==> config.mk <==
export PLATFORM = sky130hd
export DESIGN_NAME = cv2_mac
export DESIGN_NICKNAME = d
export VERILOG_FILES = /design/src/sv/cv2_pkg.sv /design/src/sv/cv2_mac.sv
export SDC_FILE = /design/constraint.sdc
export NUM_CORES = 2
export LEC_CHECK = 0
export BUFFER_PORTS_ARGS = -buffer_cell sky130_fd_sc_hd__buf_4
export CAP_MARGIN = 15
export CORE_MARGIN = 1
export CORE_UTILIZATION = 55
export CTS_CLUSTER_SIZE = 40
export DETAILED_ROUTE_END_ITERATION = 7
export MAX_ROUTING_LAYER = met4
export PLACE_DENSITY = 0.7
export SLEW_MARGIN = 20
export SYNTH_ARGS = -nofsm -noshare
export SYNTH_HDL_FRONTEND = slang
export SYNTH_SLANG_ARGS = --single-unit
==> constraint.sdc <==
create_clock -name clock -period 11.92 [get_ports clock]
set_input_delay 0.596 -clock clock [delete_from_list [all_inputs] [get_ports clock]]
set_output_delay 0.596 -clock clock [all_outputs]
set_load 0.02 [all_outputs]
==> src/sv/cv2_pkg.sv <==
// Shared constants, types and a helper function for the 3x3 convolution block.
package cv2_pkg;

   localparam int MaxWidth     = 1024;
   localparam int MaxHeight    = 4096;
   localparam int BorderMax    = 2;
   localparam int StepMax      = 4;
   localparam int CoefBits     = 16;
   localparam int SlotBits     = 16;
   localparam int PixBits      = 8;
   localparam int ValueBits    = 28;
   localparam int RowBits      = 13;
   localparam int ColBits      = 11;
   localparam int BorderBits   = 2;
   localparam int StepBits     = 3;
   localparam int CoefRowBits  = 3 * SlotBits;
   localparam int AddrBits     = $clog2(MaxWidth);
   localparam int ProdBits     = CoefBits + PixBits + 1;
   localparam int CsrIndexBits = 3;
   localparam int RspDataBits  = ((ValueBits + RowBits + ColBits + 7) / 8) * 8;

   typedef enum logic [CsrIndexBits-1:0] {
      CsrWidth   = 3'd0,
      CsrHeight  = 3'd1,
      CsrBorder  = 3'd2,
      CsrStep    = 3'd3,
      CsrCoefTop = 3'd4,
      CsrCoefMid = 3'd5,
      CsrCoefBot = 3'd6
   } csr_index_type;

   typedef logic [8:0][PixBits-1:0] window_type;
   typedef logic [2:0][CoefRowBits-1:0] coef_rows_type;

   typedef struct packed {
      logic [RowBits-1:0] out_row;
      logic [ColBits-1:0] out_col;
      logic               last;
   } meta_type;

   // Stride grid tracking for a window corner: remainder and quotient of (pos - 2) / step.
   typedef struct packed {
      logic [1:0]         m;
      logic [RowBits-1:0] q;
   } grid_type;

   function automatic grid_type grid_next(input logic [RowBits-1:0] pos_next,
                                          input grid_type g,
                                          input logic [StepBits-1:0] step);
      grid_type            r;
      logic [StepBits-1:0] m1;
      r  = g;
      m1 = StepBits'(g.m) + StepBits'(1);
      if (pos_next <= RowBits'(2)) begin
         r.m = '0;
         r.q = '0;
      end else if (m1 == step) begin
         r.m = '0;
         r.q = g.q + RowBits'(1);
      end else begin
         r.m = m1[1:0];
      end
      return r;
   endfunction

endpackage

==> src/sv/cv2_mac.sv <==
// Two-stage multiply-accumulate for one 3x3 window, ending in the result register.
module cv2_mac (
   input  logic                               clock,
   input  logic                               reset,
   input  logic                               in_valid,
   output logic                               in_ready,
   input  cv2_pkg::window_type                window,
   input  cv2_pkg::meta_type                  meta,
   input  cv2_pkg::coef_rows_type             coef_rows,
   output logic                               rsp_tvalid,
   input  logic                               rsp_tready,
   output logic [cv2_pkg::RspDataBits-1:0]    rsp_tdata,  // value, out_row, out_col
   output logic                               rsp_tlast
);

   logic signed [cv2_pkg::ProdBits-1:0]  prod_in [9];
   logic signed [cv2_pkg::ProdBits-1:0]  prod_ff [9];
   cv2_pkg::meta_type                    meta_a_ff;
   logic                                 va_ff;
   logic                                 va_in;
   logic signed [cv2_pkg::ValueBits-1:0] sum_in;
   logic signed [cv2_pkg::ValueBits-1:0] value_ff;
   cv2_pkg::meta_type                    meta_b_ff;
   logic                                 vb_ff;
   logic                                 vb_in;
   logic                                 out_ready;
   logic                                 a_ready;

   assign out_ready = !vb_ff || rsp_tready;
   assign a_ready   = !va_ff || out_ready;
   assign in_ready  = a_ready;

   for (genvar k = 0; k < 9; k++) begin : g_prod
      assign prod_in[k] =
         $signed(coef_rows[k / 3][(k % 3) * cv2_pkg::SlotBits +: cv2_pkg::CoefBits]) *
         $signed({1'b0, window[k]});
   end

   always_comb begin
      sum_in = '0;
      for (int k = 0; k < 9; k++) begin
         sum_in = sum_in + cv2_pkg::ValueBits'(prod_ff[k]);
      end
   end

   assign va_in = a_ready ? in_valid : va_ff;
   assign vb_in = out_ready ? va_ff : vb_ff;

   always_ff @(posedge clock) begin
      if (reset) begin
         va_ff <= 1'b0;
         vb_ff <= 1'b0;
      end else begin
         va_ff <= va_in;
         vb_ff <= vb_in;
      end
   end

   always_ff @(posedge clock) begin
      if (a_ready && in_valid) begin
         prod_ff   <= prod_in;
         meta_a_ff <= meta;
      end
      if (out_ready && va_ff) begin
         value_ff  <= sum_in;
         meta_b_ff <= meta_a_ff;
      end
   end

   assign rsp_tvalid = vb_ff;
   assign rsp_tdata  = cv2_pkg::RspDataBits'({meta_b_ff.out_col, meta_b_ff.out_row, value_ff});
   assign rsp_tlast  = meta_b_ff.last;

endmodule

==> out/results.txt <==
Die W -> 322 um
RSZ-0062 raised after global routing -> no
layout cells sized above 1 -> 0.0598
synth warn -> 0
startpoint types -> flop
Detailed Routing Iterations Pass 1 -> 8
setup_tns -> 0 ps
WP data required -> 12200 ps
Net count, final -> 7933
Final period util -> 0.454
Final Hold Viols -> 0
Initial Utilization -> 0.555
number of global-route vias before repair -> 40600
FMAX -> 185 MHz
Setup CP Type -> reg2reg
grt ovf -> 0
worst r2r src -> prod_ff[152]$_DFFE_PP_
r2r endpoint -> value_ff[18]$_DFFE_PP_
post-CTS sizing -> 0
CP startpoint -> prod_ff[152]$_DFFE_PP_
Clock Latency Late Sink -> 550 ps
placeable core area -> 102000 um2
Post-Synthesis Cells -> 5865
Tot GR Track Use -> 0.266
Worst Setup End Kind -> flop
TritonCTS clock tree -> yes
Ports -> 304
first-pass GRT wire length -> 212000 um
detailed placer's ending HPWL -> 111000 um
hold_buf cts -> 0
min Tclk post-route -> 5410 ps
largest net degree at the start of global routing -> 197
Syn Area/Cell -> 9.62 um2
Layout area overhead -> 8.36%
die area -> 104000 um2
total clock sinks -> 305
antenna violations before repair -> 2
Initial DRC Count -> 2059
hold path startpoint -> reset
flop-to-flop setup slack -> 6510 ps
top post-synthesis cells by area -> fa_1 39%, edfxtp_1 16%, inv_1 11%
Die H -> 322 um
FILL cells -> 8715
actual slew at the worst max-slew pin -> 1080 ps
Max Slew Vio Count -> 0
drt wl/cell -> 17.2 um
number of port buffers -> 299
vias per inst -> 5.13
cell row count -> 117
Post-synth top cells -> 1699 x inv_1, 1095 x fa_1, 616 x and2_1, 608 x nand2_1, 478 x ha_1
unique cell type count in the Yosys netlist -> 67
Worst Skew -> 26.4 ps
Final Wtd Congestion -> 0.919
postcts setup bufs -> 0
Worst Hold Class -> in2reg
H-tree Lvls -> 2
worst r2r path cells -> 16
Final Util -> 0.601
worst-path fanout max -> 3
Post-synth top flop -> edfxtp_1
Residual DRC -> 2
most common cell in the netlist -> inv_1
Synth Register Bits -> 305
antenna-violating nets left -> 0
Clock Path Buffers -> 3
Setup-failing EPs final -> 0
slew margin rel. -> 0.279
Max-cap violations -> 0
cell accounting for the most synthesized area -> fa_1
vias -> 38500
failing checks -> DRC
mapped cell area -> 56400 um2
clock-pin transition on the worst setup and hold timing paths -> 60 ps
Data arrival, critical path -> 5690 ps
number of CTS-inserted buffers -> 34
hold endpoint -> rsp_tvalid$_SDFFE_PP0P_
sequential share of the synthesized area -> 0.162
Hold Path Depth -> 2
number of synthesized flops with an enable pin -> 303
Async SR Flop Fraction -> 0
area share of the largest cell type after synthesis -> 0.388
status -> finished with violations
wirelength, routed -> 129000 um
Clk Tree Root Cell -> clkbuf_16
-- sequential cells by signal, indices dropped and copies added (netlist names) --
| register | count |
|---|---|
| prod_ff | 225 |
| value_ff | 28 |
| meta_a_ff | 25 |
| rsp_tdata | 24 |
| rsp_tlast | 1 |
| rsp_tvalid | 1 |
| va_ff | 1 |
-- worst max-delay path: stages (launching register included) --
cell and delay [ps]:
edfxtp_1 390, fa_1 620, fa_1 470, fa_1 540
inv_1 50, fa_1 470, inv_1 40, ha_1 210
fa_1 470, a21oi_1 230, o21ai_1 140, a211oi_1 360
nor4b_1 140, nor3b_1 510, o21bai_1 190, a21oi_1 210
xnor2_1 110
-- per-layer routing --
layer  track usage  up-vias  wire (um)
met1         0.345    19500      54600
met5             -        -          0
met3        0.0201      141       5520
met4        0.0632        0       3340
met2         0.457      884      65300
li1              -    18000          -
-- cell families after synthesis --
logic type      Yosys count  share of synthesized area
buf+inv                1789                      0.119
other cells               1                  0.0000665
simple gates           1485                      0.133
flops                   305                      0.162
compound gates          488                     0.0562
xor+xnor                222                     0.0345
mux                       2                   0.000355
fa+ha+maj              1573                      0.494
-- worst max path at each step --
stage                              to  slack (ps)
2_1_floorplan  meta_a_ff[0]$_DFFE_PP_        4700
3_3_place_gp    prod_ff[47]$_DFFE_PP_        6400
3_5_place_dp    prod_ff[47]$_DFFE_PP_        6380
4_1_cts        value_ff[20]$_DFFE_PP_        6540
5_1_grt        value_ff[20]$_DFFE_PP_        6230
6_report       value_ff[18]$_DFFE_PP_        6510
-- placed cells by master, fill, tap and decap left out, drive strengths merged, types with 10 or more instances in the layout --
cell,instances
fa,1095
o31ai,14
ha,478
clkbuf,37
nor2b,27
o21a,26
a21o,84
or3,10
o21ai,75
and3,13
a31oi,21
and2,617
nand2,608
inv,1704
xnor2,167
nor2,86
xor2,55
nand3,34
edfxtp,303
o21bai,22
nand4,13
buf,301
nor3,23
nand2b,24
a21oi,156
a211oi,17
-- stage by stage --
stage	instance area (um2)	setup slack [ps]	instances	hold WS [ps]
6_report	61100	6510	7505	225
5_1_grt	61100	6230	7505	213
4_1_cts	61100	6540	7504	205
3_5_place_dp	60100	6380	7447	405
3_3_place_gp	60100	6400	7447	401
2_1_floorplan	56400	4700	5868	400
-- area by class of cell --
type / count / area [um2] / share of cell area
repair buffers: 301 / 2270 / 0.0372
diodes: 1 / 2.50 / 0.0000409
flip-flops and latches: 305 / 9140 / 0.149
multi-input cells: 3774 / 40600 / 0.664
well taps: 1368 / 1710 / 0.0280
clock buffers: 37 / 883 / 0.0144
clock inverters: 20 / 180 / 0.00295
inverters: 1699 / 6380 / 0.104
Power is not shown: default switching activity piles up to over one toggle a cycle in this logic, so the estimate is an artifact.
